**config.mk**
```make
export PLATFORM = sky130hd
export DESIGN_NAME = mnbc_datapath
export DESIGN_NICKNAME = d
export VERILOG_FILES = /design/src/rtl/core/mnbc_pkg.sv /design/src/rtl/core/mnbc_datapath.sv
export SDC_FILE = /design/constraint.sdc
export NUM_CORES = 1
export LEC_CHECK = 0
export BUFFER_PORTS_ARGS = -buffer_cell sky130_fd_sc_hd__buf_2
export CAP_MARGIN = 40
export CORE_ASPECT_RATIO = 2
export CORE_MARGIN = 3
export CORE_UTILIZATION = 30
export DETAILED_ROUTE_END_ITERATION = 7
export GPL_TIMING_DRIVEN = 0
export PLACE_DENSITY = 0.51
export SYNTH_ARGS = -nofsm -noshare
export SYNTH_HDL_FRONTEND = slang
export SYNTH_SLANG_ARGS = --single-unit
```
**constraint.sdc**
```tcl
create_clock -name clock -period 8.1 [get_ports clock]
set_clock_uncertainty 0.05 [all_clocks]
set_input_delay 1.62 -clock clock [delete_from_list [all_inputs] [get_ports clock]]
set_output_delay 1.62 -clock clock [all_outputs]
set_load 0.02 [all_outputs]
```
**src/rtl/core/mnbc_pkg.sv**
```systemverilog
// ---------------------------------------------------------------------------
// Mesh node boundary classifier package
// Shared constants, control word layout, microprogram and direction table.
// ---------------------------------------------------------------------------
package mnbc_pkg;

   // Grid geometry.
   localparam int MAX_DIM = 64;
   localparam int COORD_W = $clog2(MAX_DIM);
   localparam int DIM_W   = COORD_W + 1;
   localparam int ADDR_W  = 3 * COORD_W;
   localparam int DIR_W   = 6;
   localparam int STEP_W  = 5;
   localparam int NBR_W   = 5;

   // Configuration register indexes.
   localparam int CSR_IDX_W = 2;
   localparam logic [CSR_IDX_W-1:0] CSR_DIM_X = 2'd0;
   localparam logic [CSR_IDX_W-1:0] CSR_DIM_Y = 2'd1;
   localparam logic [CSR_IDX_W-1:0] CSR_DIM_Z = 2'd2;

   // Result kinds.
   localparam int KIND_W = 3;
   localparam logic [KIND_W-1:0] KIND_LOAD_DONE = 3'd0;
   localparam logic [KIND_W-1:0] KIND_INSIDE    = 3'd1;
   localparam logic [KIND_W-1:0] KIND_NONE      = 3'd2;
   localparam logic [KIND_W-1:0] KIND_REENTRANT = 3'd3;
   localparam logic [KIND_W-1:0] KIND_SINGLE    = 3'd4;

   // Request commands.
   localparam logic CMD_LOAD     = 1'b0;
   localparam logic CMD_CLASSIFY = 1'b1;

   // Direction bits.
   localparam logic [DIR_W-1:0] DIR_NX = 6'b000001;
   localparam logic [DIR_W-1:0] DIR_PX = 6'b000010;
   localparam logic [DIR_W-1:0] DIR_NY = 6'b000100;
   localparam logic [DIR_W-1:0] DIR_PY = 6'b001000;
   localparam logic [DIR_W-1:0] DIR_NZ = 6'b010000;
   localparam logic [DIR_W-1:0] DIR_PZ = 6'b100000;

   // Microprogram step holding the last probe; face and edge classes end earlier.
   localparam logic [STEP_W-1:0] STEP_FACE_END = 5'd7;
   localparam logic [STEP_W-1:0] STEP_EDGE_END = 5'd19;
   localparam logic [STEP_W-1:0] STEP_LAST     = 5'd27;

   typedef enum logic [1:0] {
      OP_ENTRY,
      OP_SELF_CHECK,
      OP_PROBE
   } uop_type;

   typedef struct packed {
      uop_type            op;
      logic               issue;
      logic [NBR_W-1:0]   nbr;
      logic               class_end;
      logic               last;
   } ctl_word_type;

   typedef struct packed {
      logic         start;
      logic         run;
      ctl_word_type word;
   } seq_ctl_type;

   typedef enum logic [1:0] {
      SEQ_IDLE,
      SEQ_RUN,
      SEQ_HOLD
   } seq_state_type;

   // Microprogram ROM. Step 0 enters the item, step 1 checks the node itself
   // and issues the first neighbor read, later steps accumulate the previous
   // neighbor and, all but the last, issue the next one.
   function automatic ctl_word_type mnbc_rom(input logic [STEP_W-1:0] step);
      ctl_word_type w;
      w.op        = OP_PROBE;
      w.issue     = 1'b0;
      w.nbr       = '0;
      w.class_end = 1'b0;
      w.last      = 1'b0;
      case (step)
         5'd0: begin
            w.op = OP_ENTRY;
         end
         5'd1: begin
            w.op    = OP_SELF_CHECK;
            w.issue = 1'b1;
         end
         default: begin
            w.op        = OP_PROBE;
            w.issue     = (step < STEP_LAST);
            w.nbr       = NBR_W'(step - 5'd1);
            w.class_end = (step == STEP_FACE_END) || (step == STEP_EDGE_END) ||
                          (step >= STEP_LAST);
            w.last      = (step >= STEP_LAST);
         end
      endcase
      return w;
   endfunction

   // Neighbor directions in probe order: faces, edges, corners.
   function automatic logic [DIR_W-1:0] mnbc_dir(input logic [NBR_W-1:0] nbr);
      logic [DIR_W-1:0] m;
      case (nbr)
         5'd0:  m = DIR_NX;
         5'd1:  m = DIR_PX;
         5'd2:  m = DIR_NY;
         5'd3:  m = DIR_PY;
         5'd4:  m = DIR_NZ;
         5'd5:  m = DIR_PZ;
         5'd6:  m = DIR_NX | DIR_NY;
         5'd7:  m = DIR_NX | DIR_PY;
         5'd8:  m = DIR_PX | DIR_NY;
         5'd9:  m = DIR_PX | DIR_PY;
         5'd10: m = DIR_NX | DIR_NZ;
         5'd11: m = DIR_NX | DIR_PZ;
         5'd12: m = DIR_PX | DIR_NZ;
         5'd13: m = DIR_PX | DIR_PZ;
         5'd14: m = DIR_NY | DIR_NZ;
         5'd15: m = DIR_NY | DIR_PZ;
         5'd16: m = DIR_PY | DIR_NZ;
         5'd17: m = DIR_PY | DIR_PZ;
         5'd18: m = DIR_NX | DIR_NY | DIR_NZ;
         5'd19: m = DIR_NX | DIR_NY | DIR_PZ;
         5'd20: m = DIR_NX | DIR_PY | DIR_NZ;
         5'd21: m = DIR_NX | DIR_PY | DIR_PZ;
         5'd22: m = DIR_PX | DIR_NY | DIR_NZ;
         5'd23: m = DIR_PX | DIR_NY | DIR_PZ;
         5'd24: m = DIR_PX | DIR_PY | DIR_NZ;
         5'd25: m = DIR_PX | DIR_PY | DIR_PZ;
         default: m = '0;
      endcase
      return m;
   endfunction

endpackage

```
**src/rtl/core/mnbc_datapath.sv**
```systemverilog
// ---------------------------------------------------------------------------
// Classifier datapath
// Node registers, neighbor address and bounds, class counting and result.
// ---------------------------------------------------------------------------
module mnbc_datapath (
   input  logic                        clock,
   input  mnbc_pkg::seq_ctl_type       ctl,
   input  logic                        req_command,
   input  logic [mnbc_pkg::COORD_W-1:0] req_x,
   input  logic [mnbc_pkg::COORD_W-1:0] req_y,
   input  logic [mnbc_pkg::COORD_W-1:0] req_z,
   input  logic                        req_flag,
   input  logic [mnbc_pkg::DIM_W-1:0]  dim_x,
   input  logic [mnbc_pkg::DIM_W-1:0]  dim_y,
   input  logic [mnbc_pkg::DIM_W-1:0]  dim_z,
   input  logic                        rd_data,
   output logic                        wr_en,
   output logic [mnbc_pkg::ADDR_W-1:0] addr,
   output logic                        wr_data,
   output logic                        fin,
   output logic [mnbc_pkg::KIND_W-1:0] kind,
   output logic [mnbc_pkg::DIR_W-1:0]  mask
);
   import mnbc_pkg::*;

   logic               cmd_ff;
   logic [COORD_W-1:0] x_ff, y_ff, z_ff;
   logic               flag_ff;
   logic [1:0]         found_ff, found_in;
   logic [DIR_W-1:0]   fmask_ff, fmask_in;
   logic               pend_ok_ff, pend_ok_in;
   logic [DIR_W-1:0]   pend_mask_ff, pend_mask_in;
   logic [KIND_W-1:0]  kind_ff, kind_in;
   logic [DIR_W-1:0]   mask_ff, mask_in;

   logic               on_grid;
   logic [DIR_W-1:0]   nmask;
   logic [COORD_W-1:0] ax, ay, az;
   logic               ax_ok, ay_ok, az_ok, nbr_ok;
   logic [ADDR_W-1:0]  self_addr, nbr_addr;
   logic               hit;
   logic [1:0]         found_sum;
   logic [DIR_W-1:0]   fmask_sum;

   // Node bounds and flat address x + MAX_DIM*(y + MAX_DIM*z).
   assign on_grid   = ({1'b0, x_ff} < dim_x) && ({1'b0, y_ff} < dim_y) &&
                      ({1'b0, z_ff} < dim_z);
   assign self_addr = {z_ff, y_ff, x_ff};

   // Neighbor coordinates; an axis that steps off either edge marks it invalid.
   assign nmask = mnbc_dir(ctl.word.nbr);
   assign ax = nmask[1] ? x_ff + 1'b1 : (nmask[0] ? x_ff - 1'b1 : x_ff);
   assign ay = nmask[3] ? y_ff + 1'b1 : (nmask[2] ? y_ff - 1'b1 : y_ff);
   assign az = nmask[5] ? z_ff + 1'b1 : (nmask[4] ? z_ff - 1'b1 : z_ff);
   assign ax_ok = !(nmask[0] && (x_ff == '0)) &&
                  !(nmask[1] && (({1'b0, x_ff} + 7'd1) >= dim_x));
   assign ay_ok = !(nmask[2] && (y_ff == '0)) &&
                  !(nmask[3] && (({1'b0, y_ff} + 7'd1) >= dim_y));
   assign az_ok = !(nmask[4] && (z_ff == '0)) &&
                  !(nmask[5] && (({1'b0, z_ff} + 7'd1) >= dim_z));
   assign nbr_ok   = ax_ok && ay_ok && az_ok;
   assign nbr_addr = {az, ay, ax};

   // Count of inside neighbors in the current class, saturating at two.
   assign hit       = pend_ok_ff && rd_data;
   assign found_sum = (found_ff == 2'd2) ? 2'd2 : found_ff + {1'b0, hit};
   assign fmask_sum = hit ? pend_mask_ff : fmask_ff;

   // Micro-operation decode.
   always_comb begin
      wr_en        = 1'b0;
      wr_data      = flag_ff;
      addr         = self_addr;
      fin          = 1'b0;
      found_in     = found_ff;
      fmask_in     = fmask_ff;
      pend_ok_in   = 1'b0;
      pend_mask_in = nmask;
      kind_in      = kind_ff;
      mask_in      = mask_ff;
      if (ctl.run) begin
         unique case (ctl.word.op)
            OP_ENTRY: begin
               if (cmd_ff == CMD_LOAD) begin
                  wr_en   = on_grid;
                  fin     = 1'b1;
                  kind_in = KIND_LOAD_DONE;
                  mask_in = '0;
               end else if (!on_grid) begin
                  fin     = 1'b1;
                  kind_in = KIND_NONE;
                  mask_in = '0;
               end
            end
            OP_SELF_CHECK: begin
               found_in = '0;
               fmask_in = '0;
               if (rd_data) begin
                  fin     = 1'b1;
                  kind_in = KIND_INSIDE;
                  mask_in = '0;
               end else begin
                  addr       = nbr_addr;
                  pend_ok_in = nbr_ok;
               end
            end
            OP_PROBE: begin
               found_in = found_sum;
               fmask_in = fmask_sum;
               if (ctl.word.issue) begin
                  addr       = nbr_addr;
                  pend_ok_in = nbr_ok;
               end
               if (ctl.word.class_end) begin
                  if (found_sum == 2'd1) begin
                     fin     = 1'b1;
                     kind_in = KIND_SINGLE;
                     mask_in = fmask_sum;
                  end else if (found_sum == 2'd2) begin
                     fin     = 1'b1;
                     kind_in = KIND_REENTRANT;
                     mask_in = '0;
                  end else begin
                     found_in = '0;
                     if (ctl.word.last) begin
                        fin     = 1'b1;
                        kind_in = KIND_NONE;
                        mask_in = '0;
                     end
                  end
               end
            end
            default: fin = 1'b0;
         endcase
      end
   end

   // Request capture and working registers.
   always_ff @(posedge clock) begin
      if (ctl.start) begin
         cmd_ff  <= req_command;
         x_ff    <= req_x;
         y_ff    <= req_y;
         z_ff    <= req_z;
         flag_ff <= req_flag;
      end
      found_ff     <= found_in;
      fmask_ff     <= fmask_in;
      pend_ok_ff   <= pend_ok_in;
      pend_mask_ff <= pend_mask_in;
      kind_ff      <= kind_in;
      mask_ff      <= mask_in;
   end

   assign kind = kind_ff;
   assign mask = mask_ff;

endmodule

```
Word-level counts from Yosys, hierarchy flattened
Memories as Yosys holds them, arrays and structs flattened.
Index checks and enable logic that the tools add are counted.
{"block": "totals", "reg_bits": 44, "rom_bits": 192, "inputBits": 55, "output_inout_bits": 30, "wordCells": 113, "memories": 1}
{"block": "classes", "add_sub_neg": 10, "order_cmp": 6, "n_eq_ne": 9, "n_mux": 48, "n_reduce_logical": 28}
{"name": "(no name shown)", "words": 32, "width": 6, "read_ports": 1, "rd_clocked_by_memory_dff": 0, "write_ports": 0, "line_no": "mnbc_pkg.sv:106", "source": "case (nbr)"}
{"cell": "$mux W6", "n": 14}
{"cell": "$mux W18", "n": 3}
{"cell": "$pmux W18 S2", "n": 1}
{"cell": "$add A6 B1 Y7 const B", "n": 3}
{"cell": "$ge A7 B7 Y1", "n": 3}
{"cell": "$lt A6 B7 Y1", "n": 3}
{"cell": "$mux W3", "n": 7}
{"cell": "$add A6 B1 Y6 const B", "n": 3}
{"cell": "$logic_not A6 Y1", "n": 3}
{"cell": "$pmux W6 S3", "n": 1}
{"cell": "$sub A6 B1 Y6 const B", "n": 3}
{"cell": "$logic_and A1 B1 Y1", "n": 14}
{"cell": "$mux W1", "n": 13}
{"cell": "$pmux W6 S2", "n": 1}
{"cell": "$pmux W3 S3", "n": 1}
{"cell": "$mux W2", "n": 4}
{"cell": "$eq A2 B2 Y1 const B", "n": 3}
{"cell": "$logic_not A1 Y1", "n": 6}
{"cell": "$reduce_and A6 Y1", "n": 1}
{"cell": "$eq A2 B1 Y1 const B", "n": 2}
{"cell": "$ne A2 B2 Y1 const B", "n": 2}
{"cell": "$ne A4 B4 Y1 const B", "n": 1}
{"cell": "$pmux W2 S2", "n": 1}
{"cell": "$ne A3 B3 Y1 const B", "n": 1}
{"cell": "other kinds (7)", "n": 7}

Depth between registers and ports, before layout
{"block": "logic_depth", "depth_word": 9, "ltp_mapped": 9, "depth_no_buf": 9}

Worst setup path before layout
Ideal clock, no wire load.
{"block": "synth_path", "path_type": "input -> output", "start": "in ctl[8] (netlist bit)", "end": "out addr[7] (netlist bit)", "arrival_ns": 3.558, "required_ns": 6.430, "path_slack_ns": 2.872, "cell_stages": 6, "path_buffers": 1, "cell_sequence": "inv_1 -> ha_1 -> and2_0 -> o21ai_1 -> clkbuf_1 -> o32ai_1"}
{"block": "synth_via", "elab_chain_len": 3, "word_cells_on_any_way": 4, "cone_classes": "2 x eq/ne; 2 x mux"}
{"item": "start: declaration", "line_no": "mnbc_datapath.sv:7", "source": "input mnbc_pkg::seq_ctl_type ctl,"}
{"item": "$eq A2 B2 Y1 / $eq A2 B1 Y1 (equally long branches)", "line_no": "mnbc_datapath.sv:82", "source": "unique case (ctl.word.op)"}
{"item": "$pmux W18 S2 *", "line_no": "mnbc_datapath.sv:82"}
{"item": "$mux W18 *", "line_no": "mnbc_datapath.sv:81", "source": "if (ctl.run) begin"}
{"item": "end: declaration", "line_no": "mnbc_datapath.sv:18", "source": "output logic [mnbc_pkg::ADDR_W-1:0] addr,"}
Every way passes the cells marked *; elsewhere a longest branch is shown, timed or not.

Worst setup path after layout
{"block": "layout_path", "start": "in ctl[8] (netlist bit)", "end": "out addr[5] (netlist bit)"}
Same word-level chain as after synthesis.

==> flow_summary.json <==
{
  "clkSinkCount": 44,
  "clkPwrFrac_pct": 32.9,
  "first_iter_violations": 178,
  "worstPathMaxFanout": 12,
  "drt_pass1_iterations": 4,
  "synth_top_area_share_pct": 28.32,
  "ctsHtreeMaxLevel": 2,
  "critPathSlowestCell": "and2_0",
  "yosysTopAreaCell": "edfxtp_1",
  "drt-total-wl_mm": 11.39,
  "dr.max_layer_used": "met4",
  "ctsRootBufferMaster": "clkbuf_16",
  "clkTransAtPathRegs_ns": 0.06,
  "synth_area_mm2": 0.003924,
  "die_height_um": 167.7,
  "vias_per_cell": 5.453,
  "critPathTopFamily": "compound AO/OA/AOI/OAI gates",
  "drc": 0,
  "wl_per_cell_um": 16.79,
  "rsz0062_at_grt": "false",
  "synth-async-reset-ratio_pct": 0,
  "status": "complete, no violations",
  "critPathKind": "in -> out",
  "pwr-share-seq_pct": 38.9,
  "start_kind": "input pin",
  "area_delta_synth_final_pct": 19.74,
  "core_area_mm2": 0.01270,
  "grt_pass1_wl_mm": 18.32,
  "clk_latency_ns": 0.29,
  "grt_max_degree": 21,
  "synthFlopType": "edfxtp_1",
  "synthTopCellsByCount": "ha_1 (55), inv_1 (46), edfxtp_1 (37)",
  "switching_share_pct": 31.98,
  "synthMostInstantiatedCell": "ha_1",
  "postCtsSetupRepairBufs": 0,
  "postPlaceCellArea_mm2": 0.004527,
  "clockBufferDepth": 2,
  "antenna_cells": 0,
  "required_ns": 6.43,
  "maxSlewViolCount": 0,
  "ys_warn_count": 0,
  "overflow": 0,
  "peakVddDrop_v": 0.0001322,
  "fin_nets": 637,
  "cp.arrival_ns": 4.26,
  "port_buffers": 83,
  "synth_edf_count": 37,
  "die_area_mm2": 0.01457,
  "fin_setup_tns_ns": 0,
  "final.period_utilization_pct": 73.20,
  "yosysUniqueCellTypes": 64,
  "dp_hpwl_mm": 9.584,
  "cts_buffers": 5,
  "ant_nets": 0,
  "timing.fmax_ghz": 0.1687,
  "tritoncts": "done",
  "p_leak_nw": 2.117,
  "holdBufCountCts": 0,
  "final_layout_size_suffix_gt1_share_pct": 20.83,
  "syn_area_per_cell_um2": 8.979,
  "crit_chain": "buf_2 > inv_1 > ha_1 > and2_0 > o21ai_1 > clkbuf_1 > o31ai_2 > buf_2",
  "finalSetupViolations": 0,
  "cts-resized-gates": 0,
  "ys_ff_latch": 44,
  "wl_met1_mm": 3.913,
  "final_hold_viol_count": 0,
  "vias": 3697,
  "powerDensity_mw_per_mm2": 152.7,
  "cp_slowest_stage_delay_ns": 0.63,
  "drv_cap": 0,
  "die_w_um": 86.87,
  "dr_wl_met3_um": 530,
  "tightest_slew_ns": 0.7553,
  "ios": 85,
  "power.internal_uw": 488.1,
  "grt_pass1_vias": 3817,
  "cp-end-kind": "output port",
  "syn_nets": 547,
  "stdcell_area_mm2": 0.004698,
  "rows": 58,
  "hold_class": "reg -> reg",
  "synth_cells": 437,
  "yosysSeqAreaShare_pct": 31.89,
  "start_util_pct": 30.90,
  "antenna_found_initial": 0,
  "p_switching_uw": 229.4,
  "synthTopCellsByArea": "edfxtp_1 (28%), ha_1 (18%), inv_1 (4.4%)",
  "path_buf_inv": 4,
  "worst_path_most_repeated_cell": "buf_2",
  "global_route.usage.total_pct": 15.96,
  "slew_headroom_pct": 49.62,
  "wl_met2_mm": 6.293,
  "fin_crit_ns": 5.929,
  "pwr-share-comb_pct": 28.2,
  "gp_congestion": 0.8768
}
-- placed cells by master (no fill, tap or decap), drive strengths merged, types with 3 or more instances in the layout --
cell,n
or2,3
nor2,21
a21oi,23
inv,47
nand4,4
a211oi,4
o21a,4
o21ai,35
nand3,23
nor2b,9
and2,6
o31a,3
or3,5
o22ai,4
a21o,4
buf,86
clkbuf,16
mux2i,7
o311ai,3
and3,8
xor2,6
ha,55
o211ai,5
xnor2,10
nand2,28
nor3,16
a32oi,5
nand2b,6
dfxtp,7
edfxtp,37
-- path summary, 6_finish.rpt --
path                           start                         to  slack, ns  cells after the start
max reg2reg    pend_ok_ff$_SDFF_PN0_      mask[2]$_SDFFCE_PN0P_       5.27                      8
min reg2reg  pend_mask_ff[2]$_DFF_P_  fmask_ff[2]$_SDFFCE_PN0P_       0.53                      2
min          pend_mask_ff[2]$_DFF_P_  fmask_ff[2]$_SDFFCE_PN0P_       0.53                      2
max                           ctl[8]                    addr[5]       2.17                      8
-- through the flow --
stage	power [mW]	util, %	std cells	hold WS (ns)	setup WS [ns]
3_5_place_dp	0.4869	35.65	670	0.5295	2.166
3_3_place_gp	0.4828	35.65	670	0.5155	2.207
2_1_floorplan	0.4120	-	437	0.4850	2.872
6_report	0.7175	37.00	678	0.5342	2.171
5_1_grt	0.7603	37.00	678	0.5852	1.947
4_1_cts	0.7257	37.00	678	0.5447	2.156
-- worst min-delay path, stage by stage (launching register included) --
cell and delay, ns:
dfxtp_1 0.31, mux2i_1 0.07, nor2_1 0.09
-- cell families (layout without fill, tap and decap cells) --
logic type,after synthesis,count (layout),share of synthesized area (%)
buffers and inverters,60,151,5.835
xor gates and xnor gates,16,16,3.571
adders and majority gates,55,55,17.54
DFF,44,44,31.89
muxes,8,8,2.073
and+or+nand+nor,138,138,18.24
AOI/OAI and AO/OA,116,116,20.85
-- layout make-up --
cell class,instances,area [µm²]
clock inverter,3,46.29
sequential,44,1251
clock buffer,5,125.1
multi-input combinational,333,2444
timing repair buffer,83,415.4
fill,1343,8001
inverter,46,172.7
buffer,14,56.30
tap,150,187.7
-- metal layers --
layer / up-vias / track usage [%]
li1: 1793 / -
met4: 0 / 8.820
met1: 1738 / 14.84
met5: - / 0
met2: 127 / 31.31
met3: 39 / 2.265
-- sequential cells by signal, summed over array words and instances (netlist names) --
signal / flops
found_ff: 2
wr_data: 1
mask: 6
cmd_ff: 1
x_ff: 6
pend_ok_ff: 1
z_ff: 6
pend_mask_ff: 6
kind: 3
y_ff: 6
fmask_ff: 6
-- power by group through the flow --
stage / Sequential (mW) / Clock, mW / Combinational (mW)
floorplan: 0.283 / 0 / 0.129
global placement: 0.283 / 0 / 0.199
detailed placement: 0.284 / 0 / 0.203
CTS: 0.279 / 0.243 / 0.204
global route: 0.281 / 0.251 / 0.229
finish: 0.279 / 0.236 / 0.202
Note: power is estimated with default switching activity, not from simulation.
