[config.mk]
export PLATFORM = sky130hd
export DESIGN_NAME = mnbc_sequencer
export DESIGN_NICKNAME = d
export VERILOG_FILES = /design/src/rtl/core/mnbc_pkg.sv /design/src/rtl/core/mnbc_sequencer.sv
export SDC_FILE = /design/constraint.sdc
export NUM_CORES = 1
export LEC_CHECK = 0
export BUFFER_PORTS_ARGS = -buffer_cell sky130_fd_sc_hd__buf_2
export CAP_MARGIN = 15
export CORE_AREA = 3 3 40 42
export DETAILED_ROUTE_END_ITERATION = 8
export DIE_AREA = 0 0 43 45
export GPL_ROUTABILITY_DRIVEN = 0
export GPL_TIMING_DRIVEN = 0
export HOLD_SLACK_MARGIN = 0.12
export MAX_ROUTING_LAYER = met4
export PLACE_DENSITY = 0.68
export SYNTH_ARGS = -nofsm -noshare
export SYNTH_HDL_FRONTEND = slang
export SYNTH_SLANG_ARGS = --single-unit
[constraint.sdc]
create_clock -name clock -period 1.25 [get_ports clock]
set_input_delay 0.0625 -clock clock [delete_from_list [all_inputs] [get_ports clock]]
set_output_delay 0.0625 -clock clock [all_outputs]
set_load 0.005 [all_outputs]
[src/rtl/core/mnbc_pkg.sv]
// ---------------------------------------------------------------------------
// Mesh node boundary classifier package
// Shared constants, control word layout, microprogram and direction table.
// ---------------------------------------------------------------------------
package mnbc_pkg;

   // Grid geometry.
   localparam int MAX_DIM = 64;
   localparam int COORD_W = $clog2(MAX_DIM);
   localparam int DIM_W   = COORD_W + 1;
   localparam int ADDR_W  = 3 * COORD_W;
   localparam int DIR_W   = 6;
   localparam int STEP_W  = 5;
   localparam int NBR_W   = 5;

   // Configuration register indexes.
   localparam int CSR_IDX_W = 2;
   localparam logic [CSR_IDX_W-1:0] CSR_DIM_X = 2'd0;
   localparam logic [CSR_IDX_W-1:0] CSR_DIM_Y = 2'd1;
   localparam logic [CSR_IDX_W-1:0] CSR_DIM_Z = 2'd2;

   // Result kinds.
   localparam int KIND_W = 3;
   localparam logic [KIND_W-1:0] KIND_LOAD_DONE = 3'd0;
   localparam logic [KIND_W-1:0] KIND_INSIDE    = 3'd1;
   localparam logic [KIND_W-1:0] KIND_NONE      = 3'd2;
   localparam logic [KIND_W-1:0] KIND_REENTRANT = 3'd3;
   localparam logic [KIND_W-1:0] KIND_SINGLE    = 3'd4;

   // Request commands.
   localparam logic CMD_LOAD     = 1'b0;
   localparam logic CMD_CLASSIFY = 1'b1;

   // Direction bits.
   localparam logic [DIR_W-1:0] DIR_NX = 6'b000001;
   localparam logic [DIR_W-1:0] DIR_PX = 6'b000010;
   localparam logic [DIR_W-1:0] DIR_NY = 6'b000100;
   localparam logic [DIR_W-1:0] DIR_PY = 6'b001000;
   localparam logic [DIR_W-1:0] DIR_NZ = 6'b010000;
   localparam logic [DIR_W-1:0] DIR_PZ = 6'b100000;

   // Microprogram step holding the last probe; face and edge classes end earlier.
   localparam logic [STEP_W-1:0] STEP_FACE_END = 5'd7;
   localparam logic [STEP_W-1:0] STEP_EDGE_END = 5'd19;
   localparam logic [STEP_W-1:0] STEP_LAST     = 5'd27;

   typedef enum logic [1:0] {
      OP_ENTRY,
      OP_SELF_CHECK,
      OP_PROBE
   } uop_type;

   typedef struct packed {
      uop_type            op;
      logic               issue;
      logic [NBR_W-1:0]   nbr;
      logic               class_end;
      logic               last;
   } ctl_word_type;

   typedef struct packed {
      logic         start;
      logic         run;
      ctl_word_type word;
   } seq_ctl_type;

   typedef enum logic [1:0] {
      SEQ_IDLE,
      SEQ_RUN,
      SEQ_HOLD
   } seq_state_type;

   // Microprogram ROM. Step 0 enters the item, step 1 checks the node itself
   // and issues the first neighbor read, later steps accumulate the previous
   // neighbor and, all but the last, issue the next one.
   function automatic ctl_word_type mnbc_rom(input logic [STEP_W-1:0] step);
      ctl_word_type w;
      w.op        = OP_PROBE;
      w.issue     = 1'b0;
      w.nbr       = '0;
      w.class_end = 1'b0;
      w.last      = 1'b0;
      case (step)
         5'd0: begin
            w.op = OP_ENTRY;
         end
         5'd1: begin
            w.op    = OP_SELF_CHECK;
            w.issue = 1'b1;
         end
         default: begin
            w.op        = OP_PROBE;
            w.issue     = (step < STEP_LAST);
            w.nbr       = NBR_W'(step - 5'd1);
            w.class_end = (step == STEP_FACE_END) || (step == STEP_EDGE_END) ||
                          (step >= STEP_LAST);
            w.last      = (step >= STEP_LAST);
         end
      endcase
      return w;
   endfunction

   // Neighbor directions in probe order: faces, edges, corners.
   function automatic logic [DIR_W-1:0] mnbc_dir(input logic [NBR_W-1:0] nbr);
      logic [DIR_W-1:0] m;
      case (nbr)
         5'd0:  m = DIR_NX;
         5'd1:  m = DIR_PX;
         5'd2:  m = DIR_NY;
         5'd3:  m = DIR_PY;
         5'd4:  m = DIR_NZ;
         5'd5:  m = DIR_PZ;
         5'd6:  m = DIR_NX | DIR_NY;
         5'd7:  m = DIR_NX | DIR_PY;
         5'd8:  m = DIR_PX | DIR_NY;
         5'd9:  m = DIR_PX | DIR_PY;
         5'd10: m = DIR_NX | DIR_NZ;
         5'd11: m = DIR_NX | DIR_PZ;
         5'd12: m = DIR_PX | DIR_NZ;
         5'd13: m = DIR_PX | DIR_PZ;
         5'd14: m = DIR_NY | DIR_NZ;
         5'd15: m = DIR_NY | DIR_PZ;
         5'd16: m = DIR_PY | DIR_NZ;
         5'd17: m = DIR_PY | DIR_PZ;
         5'd18: m = DIR_NX | DIR_NY | DIR_NZ;
         5'd19: m = DIR_NX | DIR_NY | DIR_PZ;
         5'd20: m = DIR_NX | DIR_PY | DIR_NZ;
         5'd21: m = DIR_NX | DIR_PY | DIR_PZ;
         5'd22: m = DIR_PX | DIR_NY | DIR_NZ;
         5'd23: m = DIR_PX | DIR_NY | DIR_PZ;
         5'd24: m = DIR_PX | DIR_PY | DIR_NZ;
         5'd25: m = DIR_PX | DIR_PY | DIR_PZ;
         default: m = '0;
      endcase
      return m;
   endfunction

endpackage

[src/rtl/core/mnbc_sequencer.sv]
// ---------------------------------------------------------------------------
// Classifier sequencer
// Step counter over the microprogram ROM, with early exit on the finish flag.
// ---------------------------------------------------------------------------
module mnbc_sequencer (
   input  logic                  clock,
   input  logic                  reset,
   input  logic                  req_accept,
   input  logic                  fin,
   input  logic                  out_free,
   output logic                  ready,
   output logic                  push,
   output mnbc_pkg::seq_ctl_type ctl
);
   import mnbc_pkg::*;

   seq_state_type     state_ff, state_in;
   logic [STEP_W-1:0] step_ff, step_in;

   // Next state.
   always_comb begin
      state_in = state_ff;
      unique case (state_ff)
         SEQ_IDLE: if (req_accept) state_in = SEQ_RUN;
         SEQ_RUN:  if (fin) state_in = SEQ_HOLD;
         SEQ_HOLD: if (out_free) state_in = SEQ_IDLE;
         default:  state_in = SEQ_IDLE;
      endcase
   end

   // Step counter restarts on every new request.
   always_comb begin
      step_in = step_ff;
      if (state_ff == SEQ_RUN) begin
         step_in = step_ff + 5'd1;
      end else begin
         step_in = '0;
      end
   end

   always_ff @(posedge clock) begin
      if (reset) begin
         state_ff <= SEQ_IDLE;
         step_ff  <= '0;
      end else begin
         state_ff <= state_in;
         step_ff  <= step_in;
      end
   end

   // Outputs.
   always_comb begin
      ready     = 1'b0;
      push      = 1'b0;
      ctl.start = req_accept;
      ctl.run   = 1'b0;
      ctl.word  = mnbc_rom(step_ff);
      unique case (state_ff)
         SEQ_IDLE: ready = 1'b1;
         SEQ_RUN:  ctl.run = 1'b1;
         SEQ_HOLD: push = out_free;
         default:  ready = 1'b0;
      endcase
   end

endmodule

## Word-level counts from Yosys, hierarchy flattened

Index checks and enable logic that the tools add are counted.

| storage, ports and cells | value |
|---|---|
| register bits after elaboration | 7 |
| logic and storage cells | 32 |
| input bits | 5 |

| cells by class | value |
|---|---|
| muxes and demuxes | 10 |
| reduce and logical (&&, ||, !) cells | 7 |
| $lt $le $gt $ge | 2 |
| bitwise logic cells | 1 |
| add/subtract/negate cells | 2 |
| equality and inequality tests | 8 |

Operators with widths:

| kind | count |
|---|---|
| $mux 7 | 1 |
| $mux 2 | 3 |
| $ne 2x2->1 const B | 3 |
| $pmux 2 s3 | 1 |
| $add 5x1->5 const B | 1 |
| $eq 5x1->1 const B | 1 |
| $eq 5x3->1 const B | 1 |
| $eq 5x5->1 const B | 1 |
| $ge 5x5->1 const B | 1 |
| $logic_not 5->1 | 1 |
| $lt 5x5->1 const B | 1 |
| $sub 5x1->5 const B | 1 |
| $pmux 2 s2 | 1 |
| $reduce_or 2->1 | 2 |
| $mux 1 | 3 |
| $reduce_and 3->1 | 1 |
| $eq 2x1->1 const B | 1 |
| $eq 2x2->1 const B | 1 |
| $logic_not 2->1 | 1 |
| $logic_or 1x1->1 | 2 |
| $pmux 1 s2 | 1 |
| $not 1->1 | 1 |

## Depth between registers and ports, before layout

Gate-level depths: netlist of run 1.

| logic depth | value |
|---|---|
| depth after elaboration | 4 |
| depth in mapped cells | 5 |

## Worst setup path before layout of run 1

No wires, ideal clock.

| path | value |
|---|---|
| path kind | register to output |
| start | register step_ff[0] |
| end | output ctl[4] (netlist bit) |
| slack | -0.011 ns |
| buffers on the path | 0 |
| stages on the path, launching flop included | 6 |
| arrival | 1.198 ns |
| cells stage by stage | dfxtp_1 -> inv_1 -> ha_1 -> nor2_1 -> and2b_2 -> nor2_1 |

RTL lines:

| item | RTL line | text |
|---|---|---|
| start, declared | mnbc_sequencer.sv:18 | `logic [STEP_W-1:0] step_ff, step_in;` |
| start signal, assigned | mnbc_sequencer.sv:47 | `step_ff <= step_in;` |
| end, declared | mnbc_sequencer.sv:13 | `output mnbc_pkg::seq_ctl_type ctl` |

==> impl_metrics.yaml, run 1 <==
grt:
  number_of_global_route_vias_before_repair: 521
  first_pass_grt_wire_length_um: 2260
  initial_antenna_violation_count: 0
  globalRouteOverflowTotal: 0
  gr-usage-all-layers: 0.165
  grt_start_max_net_pins: 11
outcome:
  status: "finished, violations left"
  violated_checks: "negative setup slack"
yosys:
  sequential_cell_area_fraction_in_the_yosys_report: 0.270
  postSynthCellCount: 65
  mappedNetlistArea_um2: 519
  netlist_cell_types: 29
  synth_largest_type_area_fraction: 0.270
  post_synth_main_area_contributors: "sky130_fd_sc_hd__dfxtp_1, sky130_fd_sc_hd__nor2_1, sky130_fd_sc_hd__ha_1, sky130_fd_sc_hd__inv_1, sky130_fd_sc_hd__mux2i_1"
  synth_area_per_cell_um2: 7.99
  yosys_register_bits: 7
  netlist.top_cell.by_area: "sky130_fd_sc_hd__dfxtp_1"
  synthesized_nets: 74
  yosys_warning_total: 0
power_and_ir_drop:
  totalPowerFinal_uw: 585
  power.density_cell_area_nw_per_um2: 702
  peakVddDrop_mv: 0.710
  leakage_uw: 0.000393
timing:
  setup_violations: 10
  final.period_utilization: 1.17
  worst_slew_pin_slew_ns: 0.205
  timing_max_transition_violations_final: 0
  time_the_worst_path_needs_with_i_o_delays_and_setup_ns: 1.47
  rsz0062_at_grt: "yes"
  timing.fmax_mhz: 681
  timing.slew.headroom: 0.862
  worst_clock_skew_ns: 0.000780
  hold_viol_final: 0
  setup_ws_ns: -0.219
setup_path:
  crit_slowest_cell: "sky130_fd_sc_hd__dfxtp_2"
  cp_max_fanout: 3
  timing.setup.critical_path_class: "reg -> out"
  worstRegToRegCells: 5
  worst_path_largest_cell_delay_ns: 0.34
  endpoint_kind: "output pin"
  crit_chain: "inv_4 -> ha_4 -> buf_4 -> nor3_1 -> mux2_4 -> buf_6"
  crit-reg2reg-launch: "step_ff[0]"
  worst_r2r_endpoint: "step_ff[4]"
  cp_top_family: "flip-flops"
  setup.worst_path.start_class: "flop"
  critical_path_buf_inv_count: 3
  worst_ep_arrival_time_ns: 1.41
  regToRegSetupSlack_ns: 0.12
  critical_path_required_ns: 1.19
clock_network:
  clock_latency_ns: 0.25
  htreeDepth: 1
  cts_tree: "done"
  ctsRootBufferMaster: "sky130_fd_sc_hd__clkbuf_4"
  cts_made_buffers: 3
  clk_pin_slew_ns: 0.05
  cts.sink_count: 7
  clockBufferDepth: 2
route:
  vias_per_cell: 5.03
  drc: 0
  drt-total-wl_um: 1470
  dr_iter_0_viols: 7
  wl_per_cell_um: 13.1
  ant_nets: 0
  via_count: 563
  dr.pass1.iters: 4
cells_and_area:
  areaGrowthSynthToFinish_pct: 60.5
  antenna-diode-count: 0
  finalCoreUtilization: 0.648
  layout-drive-gt1-share: 0.515
  total_nets_final: 107
  finish.cell_count_without_fillers: 112
  final.fill_count: 107
die:
  die_h_um: 45
  floorplan.initialDensity: 0.404
  core_area_um2: 1280
  floorplan.die_area_um2: 1940
  i_o_pin_cnt: 19
  number_of_rows_in_the_core_area: 13
  die_width_um: 43
hold_path:
  whs_endpoint: "state_ff[1]"
  min_from: "out_free"
  hold-path-cell-count: 4
  hold_wc_path_type: "in -> reg"
placement:
  place_inst: 98
  io_buffer_count: 18
  post-dp-hpwl_um: 855
run:
  max_cap_violations: 0
-- how the worst max path moves through the flow --
stage,startpoint,to,cells after the start
after floorplan,step_ff[1],ctl[4],5
after global placement,step_ff[1],ctl[4],6
after detailed placement,step_ff[1],ctl[4],6
after CTS,step_ff[0],ctl[4],6
after global routing,step_ff[0],ctl[5],5
final,step_ff[1],ctl[6],6
-- metal layers --
metal	vias to the layer above	routed length, um	GRT usage	share of wire
li1	279	-	-	-
met2	14	818	0.308	0.56
met1	268	590	0.165	0.40
met4	0	7	0.0361	0.0048
met5	-	0	-	0
met3	2	49	0.0598	0.033
-- cell families (layout without fill, tap and decap cells) --
logic type      after synthesis  in the layout  share of synthesized area
compound gates                7              7                     0.0819
xor+xnor                      4              4                     0.0675
fa+ha+maj                     4              4                     0.0964
buf+inv                      10             42                      0.104
flops                         7              7                      0.270
mux                           3              3                     0.0675
simple gates                 30             30                      0.313
-- state kept, by name, summed over array words and instances, names as in the netlist --
signal    cells
state_ff      2
step_ff       5
-- what timing repair did --
action                     in CTS  in global routing
hold endpoints to repair        2                  0
resized for setup              17                  5
cloned                          0                  0
hold buffers                    3                  0
setup endpoints to repair      10                 10
pin swaps                       5                  3
setup buffers                   5                  2
-- cell usage in the layout, fill, tap and decap left out, types with 2 or more instances in the layout --
cell type,n
sky130_fd_sc_hd__buf_2,17
sky130_fd_sc_hd__nor2_1,12
sky130_fd_sc_hd__buf_4,9
sky130_fd_sc_hd__dfxtp_1,5
sky130_fd_sc_hd__clkbuf_4,4
sky130_fd_sc_hd__inv_1,4
sky130_fd_sc_hd__ha_4,4
sky130_fd_sc_hd__nand2_1,3
sky130_fd_sc_hd__dlygate4sd3_1,3
sky130_fd_sc_hd__inv_4,2
sky130_fd_sc_hd__buf_6,2
sky130_fd_sc_hd__nor2_4,2
sky130_fd_sc_hd__xnor2_1,2
sky130_fd_sc_hd__mux2i_1,2
sky130_fd_sc_hd__nor3_1,2
sky130_fd_sc_hd__nand3_1,2
sky130_fd_sc_hd__xor2_1,2
-- per-stage QoR --
stage	TNS [ns]	worst slack, ns	area (um^2)	hold slack, ns
3_5_place_dp	-0.477	-0.130	629	0.269
6_report	-1.48	-0.219	833	0.176
5_1_grt	-2.07	-0.293	833	0.190
2_1_floorplan	0	0.0564	520	0.135
4_1_cts	-1.17	-0.181	792	0.176
3_3_place_gp	-0.383	-0.115	629	0.264
-- layout make-up --
| cell class | instances | area (um^2) | area share |
|---|---|---|---|
| clock buffers | 4 | 26.3 | 0.0315 |
| repair buffers | 28 | 179 | 0.215 |
| inverters | 6 | 27.5 | 0.0330 |
| multi-input cells | 48 | 403 | 0.483 |
| plain buffers | 4 | 33.8 | 0.0405 |
| well taps | 15 | 18.8 | 0.0225 |
| flip-flops and latches | 7 | 145 | 0.174 |
-- report_power, final --
group          total, uW  leakage [uW]  internal [uW]  switching, uW
registers            239     0.0000581            229           10.7
clock network        206     0.0000150            122           84.1
logic                139      0.000320           78.4           61.0
total                585      0.000393            429            156
-- Yosys cell counts, drive strengths merged --
| cell type | number |
|---|---|
| nor2 | 15 |
| dfxtp | 7 |
| inv | 6 |
| buf | 4 |
| ha | 4 |
| nand2 | 4 |
| nor3 | 3 |
| a21oi | 2 |
| mux2i | 2 |
| nand3 | 2 |
| xnor2 | 2 |
| xor2 | 2 |
| a22oi | 1 |
| a31oi | 1 |
| and2 | 1 |
| and2b | 1 |
| and3 | 1 |
| and3b | 1 |
| mux2 | 1 |
| nor2b | 1 |
| nor4 | 1 |
| o21ai | 1 |
| o22ai | 1 |
| o31ai | 1 |
-- worst reg2reg max path: cells and delay by family, from the launching register on --
kind                       cells  cell delay [ns]
buffers and inverters          1             0.18
xor gates and xnor gates       1             0.16
and+or+nand+nor                2             0.13
DFF                            1             0.39
adders and majority gates      1             0.16
(Power assumes the default switching activity.)
==> run 2: changes to the inputs <==
--- a/config.mk
+++ b/config.mk
@@ -14,7 +14,7 @@
 export GPL_TIMING_DRIVEN = 0
 export HOLD_SLACK_MARGIN = 0.12
 export MAX_ROUTING_LAYER = met4
-export PLACE_DENSITY = 0.68
+export PLACE_DENSITY = 0.65
 export SYNTH_ARGS = -nofsm -noshare
 export SYNTH_HDL_FRONTEND = slang
 export SYNTH_SLANG_ARGS = --single-unit
==> constraint.sdc (replaced) <==
create_clock -name clock -period 1.6 [get_ports clock]
set_input_delay 0.08 -clock clock [delete_from_list [all_inputs] [get_ports clock]]
set_output_delay 0.08 -clock clock [all_outputs]
set_load 0.005 [all_outputs]
==> run 2 against run 1 <==
- the flow now finishes without violations
- clock skew grew 0.0019 ns
- non-clock buffer count shrank 3
- setup slack gained 0.30 ns
- die area is the same
- worst hold slack lost 0.052 ns
- core utilization shrank 8.3 points
- global-route usage shrank 4.1 points
- combinational power shrank 41%
==> impl_metrics.yaml, run 2 (synthesis results as in run 1) <==
route:
  dr.pass1.iters: 4
  vias_per_cell: 4.80
  dr_iter_0_viols: 5
  wl_per_cell_um: 10.2
  via_count: 523
  drc: 0
  ant_nets: 0
  drt-total-wl_um: 1110
timing:
  setup_violations: 0
  final.hold.worst_slack_ns: 0.124
  timing.fmax_mhz: 660
  timing.slew.headroom: 0.849
  timing_max_transition_violations_final: 0
  time_the_worst_path_needs_with_i_o_delays_and_setup_ns: 1.51
  hold_viol_final: 0
  worst_clock_skew_ns: 0.00263
  final.period_utilization: 0.947
  worst_slew_pin_slew_ns: 0.226
clock_network:
  clock_latency_ns: 0.25
  ctsRootBufferMaster: "sky130_fd_sc_hd__clkbuf_4"
  cts_made_buffers: 3
  clockBufferDepth: 2
  clk_pin_slew_ns: 0.05
  cts_tree: "done"
  htreeDepth: 1
  cts.sink_count: 7
setup_path:
  worst_ep_arrival_time_ns: 1.43
  crit_chain: "inv_1 -> ha_2 -> nor2_2 -> and2b_2 -> nor2_1 -> buf_2"
  critical_path_buf_inv_count: 2
  worst_path_largest_cell_delay_ns: 0.35
  cp_top_family: "simple AND/OR/NAND/NOR gates"
  timing.setup.critical_path_class: "reg -> out"
  crit_slowest_cell: "sky130_fd_sc_hd__dfxtp_4"
  endpoint_kind: "output pin"
  crit-reg2reg-launch: "state_ff[0]"
  cp-startpoint: "step_ff[1]"
  critical_path_required_ns: 1.52
  setup.worst_path.start_class: "flop"
  cp_max_fanout: 4
grt:
  globalRouteOverflowTotal: 0
  first_pass_grt_wire_length_um: 1730
  grt_start_max_net_pins: 11
  initial_antenna_violation_count: 0
  gr-usage-all-layers: 0.124
  number_of_global_route_vias_before_repair: 436
placement:
  post-dp-hpwl_um: 788
  io_buffer_count: 18
  place_inst: 98
cells_and_area:
  antenna-diode-count: 0
  final.fill_count: 139
  top_regs: "step_ff x5, state_ff x2"
  total_nets_final: 104
  flip_flop_count_of_the_largest_register_all_copies_and_words_added: 5
  layout-drive-gt1-share: 0.436
  areaGrowthSynthToFinish_pct: 40.0
  leading_cell_type_in_the_layout_fill_and_taps_excluded: "sky130_fd_sc_hd__buf_2"
  registers.top_by_ff_count: "step_ff"
  final_cell_mix: "sky130_fd_sc_hd__buf_2, sky130_fd_sc_hd__nor2_1, sky130_fd_sc_hd__buf_4"
  finish.cell_count_without_fillers: 109
die:
  die_width_um: 43
  die_h_um: 45
  number_of_rows_in_the_core_area: 13
  core_area_um2: 1280
  i_o_pin_cnt: 19
  floorplan.initialDensity: 0.404
  floorplan.die_area_um2: 1940
outcome:
  status: "finished, final reports clean"
power_and_ir_drop:
  leakage_uw: 0.000375
  power.density_cell_area_nw_per_um2: 587
  peakVddDrop_mv: 0.289
run:
  max_cap_violations: 0
hold_path:
  min_from: "req_accept"
  hold_wc_path_type: "in -> reg"
[run 2: area by class of cell]
cell class / count / area [um^2] / share of cell area
Multi-Input combinational cell: 48 / 333 / 0.458
Sequential cell: 7 / 148 / 0.203
Timing Repair Buffer: 25 / 148 / 0.203
Buffer: 4 / 31.3 / 0.0430
Clock buffer: 4 / 26.3 / 0.0361
Inverter: 6 / 22.5 / 0.0310
Tap cell: 15 / 18.8 / 0.0258
[run 2: repair_timing]
action | in CTS | in global routing
gates resized for setup | 4 | 3
endpoints found under the setup margin | 6 | 5
hold buffers | 2 | 0
hold endpoints to repair | 2 | 0
pin swaps | 1 | 1
cloned | 0 | 0
buffers inserted | 2 | 3
[run 2: report_power, final]
group	internal, uW	leakage, uW	switching, uW
Clock	95.2	0.0000150	65.6
Combinational	46.6	0.000301	35.7
Sequential	177	0.0000584	6.85
[run 2: per-stage QoR]
step	TNS (ns)	total power [uW]	utilization	setup slack (ns)	area, um^2
finish	0	427	0.566	0.0853	727
global route	-0.00229	457	0.566	-0.00119	727
CTS	0	434	0.542	0.0126	697
detailed placement	0	262	0.489	0.0788	628
global placement	0	260	0.489	0.129	628
floorplan	0	231	-	0.322	519
[run 2: path summary, 6_finish.rpt]
path	to	slack, ns	depth (start not counted)
max	ctl[4]	0.09	6
min	state_ff[0]	0.12	3
max reg2reg	state_ff[1]	0.17	4
min reg2reg	state_ff[0]	0.55	1
[run 2: per-layer routing]
layer  share of wire  GRT usage  vias to the layer above
li1                -          -                      270
met1            0.43      0.136                      239
met2            0.50      0.198                       14
met3           0.066     0.0518                        0
met4               0     0.0542                        0
met5               0          -                        -
[run 2: worst register-to-register path, delay by kind of cell, from the launching register on]
kind                   cells  cell delay, ns
buffers and inverters      1            0.54
DFF                        1            0.36
AOI/OAI and AO/OA          1            0.19
and+or+nand+nor            2            0.23
==> run 3: changes to the inputs <==
--- a/config.mk
+++ b/config.mk
@@ -5,16 +5,18 @@
 export SDC_FILE = /design/constraint.sdc
 export NUM_CORES = 1
 export LEC_CHECK = 0
+export ABC_AREA = 1
 export BUFFER_PORTS_ARGS = -buffer_cell sky130_fd_sc_hd__buf_2
 export CAP_MARGIN = 15
 export CORE_AREA = 3 3 40 42
+export CTS_CLUSTER_SIZE = 25
 export DETAILED_ROUTE_END_ITERATION = 8
 export DIE_AREA = 0 0 43 45
 export GPL_ROUTABILITY_DRIVEN = 0
 export GPL_TIMING_DRIVEN = 0
 export HOLD_SLACK_MARGIN = 0.12
 export MAX_ROUTING_LAYER = met4
-export PLACE_DENSITY = 0.65
+export PLACE_DENSITY = 0.69
 export SYNTH_ARGS = -nofsm -noshare
 export SYNTH_HDL_FRONTEND = slang
 export SYNTH_SLANG_ARGS = --single-unit
==> run 3 against run 2 <==
- die area unchanged
- combinational power up 6.0%
- global-route usage up 1.3 points
- routed wire length down 2.8%
- sequential cell count unchanged
- final area up 2.8%
- first-iteration DRC count up 20%
- critical endpoint is now ctl[7]
- largest power group unchanged
==> impl_metrics.yaml, run 3 <==
cells_and_area:
  total_nets_final: 115
  leading_cell_type_in_the_layout_fill_and_taps_excluded: "sky130_fd_sc_hd__buf_2"
  flip_flop_count_of_the_largest_register_all_copies_and_words_added: 5
  final_cell_area_um2: 747
  final.fill_count: 128
  antenna-diode-count: 0
  registers.top_by_ff_count: "step_ff"
  layout-drive-gt1-share: 0.371
  final_cell_mix: "sky130_fd_sc_hd__buf_2, sky130_fd_sc_hd__nand2_1, sky130_fd_sc_hd__inv_1"
  areaGrowthSynthToFinish_pct: 32.1
  area_used_by_multi_input_combinational_logic_um2: 333
  register_area_um2: 141
  top_regs: "step_ff x5, state_ff x2"
timing:
  timing_max_transition_violations_final: 0
  hold_viol_final: 0
  rsz0062_at_grt: "no"
  worst_clock_skew_ns: 0.00499
  timing.fmax_mhz: 691
  time_the_worst_path_needs_with_i_o_delays_and_setup_ns: 1.45
  setup_violations: 0
  setup_total_negative_slack_ns: 0
  final.period_utilization: 0.904
  timing.slew.headroom: 0.869
  worst_slew_pin_slew_ns: 0.195
clock_network:
  ctsRootBufferMaster: "sky130_fd_sc_hd__clkbuf_4"
  cts.sink_count: 7
  clock_latency_ns: 0.24
  htreeDepth: 1
  cts_tree: "done"
  clk_pin_slew_ns: 0.04
  cts_made_buffers: 3
  post-cts-setup-buffers: 0
  clockBufferDepth: 2
yosys:
  post_synth_main_area_contributors: "sky130_fd_sc_hd__dfxtp_1, sky130_fd_sc_hd__nand2_1, sky130_fd_sc_hd__ha_1, sky130_fd_sc_hd__inv_1, sky130_fd_sc_hd__nor2_1"
  count_of_flip_flops_with_a_built_in_enable_after_synthesis: 0
  dominant_combinational_cell_family_by_area_after_synthesis: "simple AND/OR/NAND/NOR gates"
  synth_ff_type: "sky130_fd_sc_hd__dfxtp_1"
  mappedNetlistArea_um2: 566
  sequential_cell_area_fraction_in_the_yosys_report: 0.248
  yosys.area_share.xor_xnor: 0.0310
  ys_top_cells_by_count: "sky130_fd_sc_hd__nand2_1, sky130_fd_sc_hd__inv_1, sky130_fd_sc_hd__nor2_1"
  netlist.top_cell.by_area: "sky130_fd_sc_hd__dfxtp_1"
  yosys-mux-area-fraction: 0
  synth_area_per_cell_um2: 7.16
  ys_async_sr_fraction: 0
  synth_simple_gate_area_share: 0.336
  synth_compound_gate_area_share: 0.124
  netlist_cell_types: 23
  postSynthCellCount: 79
  synth_largest_type_area_fraction: 0.248
  yosys_warning_total: 0
  synth-adder-area-share: 0.0885
  synthesized_nets: 88
  yosys_register_bits: 7
  synth.most_common_cell: "sky130_fd_sc_hd__nand2_1"
setup_path:
  cp_max_fanout: 6
  worst_r2r_endpoint: "state_ff[1]"
  worstRegToRegCells: 5
  critPathCapture: "ctl[7]"
  critical_path_buf_inv_count: 2
  regToRegSetupSlack_ns: 0.17
  worst_path_largest_cell_delay_ns: 0.34
  path_depth: 6
  endpoint_kind: "output pin"
  cp-startpoint: "step_ff[0]"
  crit_slowest_cell: "sky130_fd_sc_hd__dfxtp_2"
  timing.setup.critical_path_class: "reg -> out"
  worst_ep_arrival_time_ns: 1.37
  setup.worst_path.start_class: "flop"
  critical_path_required_ns: 1.52
  crit_chain: "inv_2 -> ha_2 -> nor2_1 -> nor3_2 -> o21ai_0 -> buf_2"
  cp_top_family: "flip-flops"
  crit-reg2reg-launch: "state_ff[1]"
die:
  core_area_um2: 1280
  floorplan.initialDensity: 0.440
  floorplan.die_area_um2: 1940
  die_h_um: 45
  i_o_pin_cnt: 19
  number_of_rows_in_the_core_area: 13
  die_width_um: 43
power_and_ir_drop:
  peakVddDrop_mv: 0.395
  seqPwrFrac: 0.439
  totalPowerFinal_uw: 420
  leakage_uw: 0.000399
  netSwitchingFraction: 0.242
  pwr-share-comb: 0.208
  netSwitchingPower_uw: 102
  power.internal_uw: 318
  power.density_cell_area_nw_per_um2: 562
  pwr-share-clk: 0.354
grt:
  gr-usage-all-layers: 0.137
  globalRouteMet1Util: 0.140
  grt_peak_use_layer: "met2"
  first_pass_grt_wire_length_um: 1950
  globalRouteOverflowTotal: 0
  grt_start_max_net_pins: 9
  number_of_global_route_vias_before_repair: 514
  grtUsageMet2: 0.249
  globalRouteMet3Util: 0.0239
  initial_antenna_violation_count: 0
route:
  via_count: 551
  dr.pass1.iters: 2
  dr_iter_0_viols: 6
  vias_per_cell: 4.59
  ant_nets: 0
  drt-total-wl_um: 1080
  drc: 0
  wl_per_cell_um: 8.98
placement:
  io_buffer_count: 18
  post-dp-hpwl_um: 892
  detailed_place.area_um2: 674
hold_path:
  min_from: "req_accept"
  hold_wc_path_type: "in -> out"
run:
  max_cap_violations: 0
outcome:
  status: "finished, final reports clean"
==> run 3: worst min path at each step <==
stage | cells past startpoint | endpoint
4_1_cts | 3 | ctl[11]
3_3_place_gp | 2 | state_ff[0]
2_1_floorplan | 1 | state_ff[0]
5_1_grt | 4 | push
6_report | 3 | ctl[11]
3_5_place_dp | 2 | state_ff[0]
==> run 3: metal layers <==
layer  vias up  part of all wire
li1        300                 -
met1       236              0.40
met2        13              0.53
met3         2             0.051
met4         0            0.0084
met5         -                 0
==> run 3: worst min-delay path: stages <==
cell	delay, ns
sky130_fd_sc_hd__buf_2	0.09
sky130_fd_sc_hd__buf_4	0.09
sky130_fd_sc_hd__buf_2	0.10
==> run 3: through the flow <==
step,hold WS [ns],utilization,setup slack (ns),instances
after global placement,0.270,0.525,0.282,112
final,0.442,0.581,0.154,120
after detailed placement,0.277,0.525,0.269,112
after floorplan,0.149,-,0.430,79
after global routing,0.471,0.581,0.00284,120
after CTS,0.445,0.576,0.00633,120
==> run 3: cell families after synthesis <==
logic type	after synthesis
simple gates	37
xor+xnor	2
fa+ha+maj	4
compound gates	10
buf+inv	19
flops	7
==> run 3: repair_timing <==
action / CTS / global route
resized for setup: 0 / 5
hold endpoints to repair: 2 / 0
hold buffers: 4 / 0
setup endpoints to repair: 0 / 7
==> run 3: final cells by class <==
cell class,count,share of cell area
Sequential cell,7,0.189
Tap cell,15,0.0251
Multi-Input combinational cell,53,0.446
Inverter,16,0.0905
Buffer,3,0.0402
Clock buffer,4,0.0352
Timing Repair Buffer,22,0.174
==> run 3: power by group through the flow <==
stage	Combinational (uW)	Sequential [uW]	Clock, uW
after detailed placement	79.4	187	0
after global routing	99.0	185	167
after CTS	87.1	183	157
final	87.2	184	149
after floorplan	48.7	186	0
after global placement	77.1	187	0
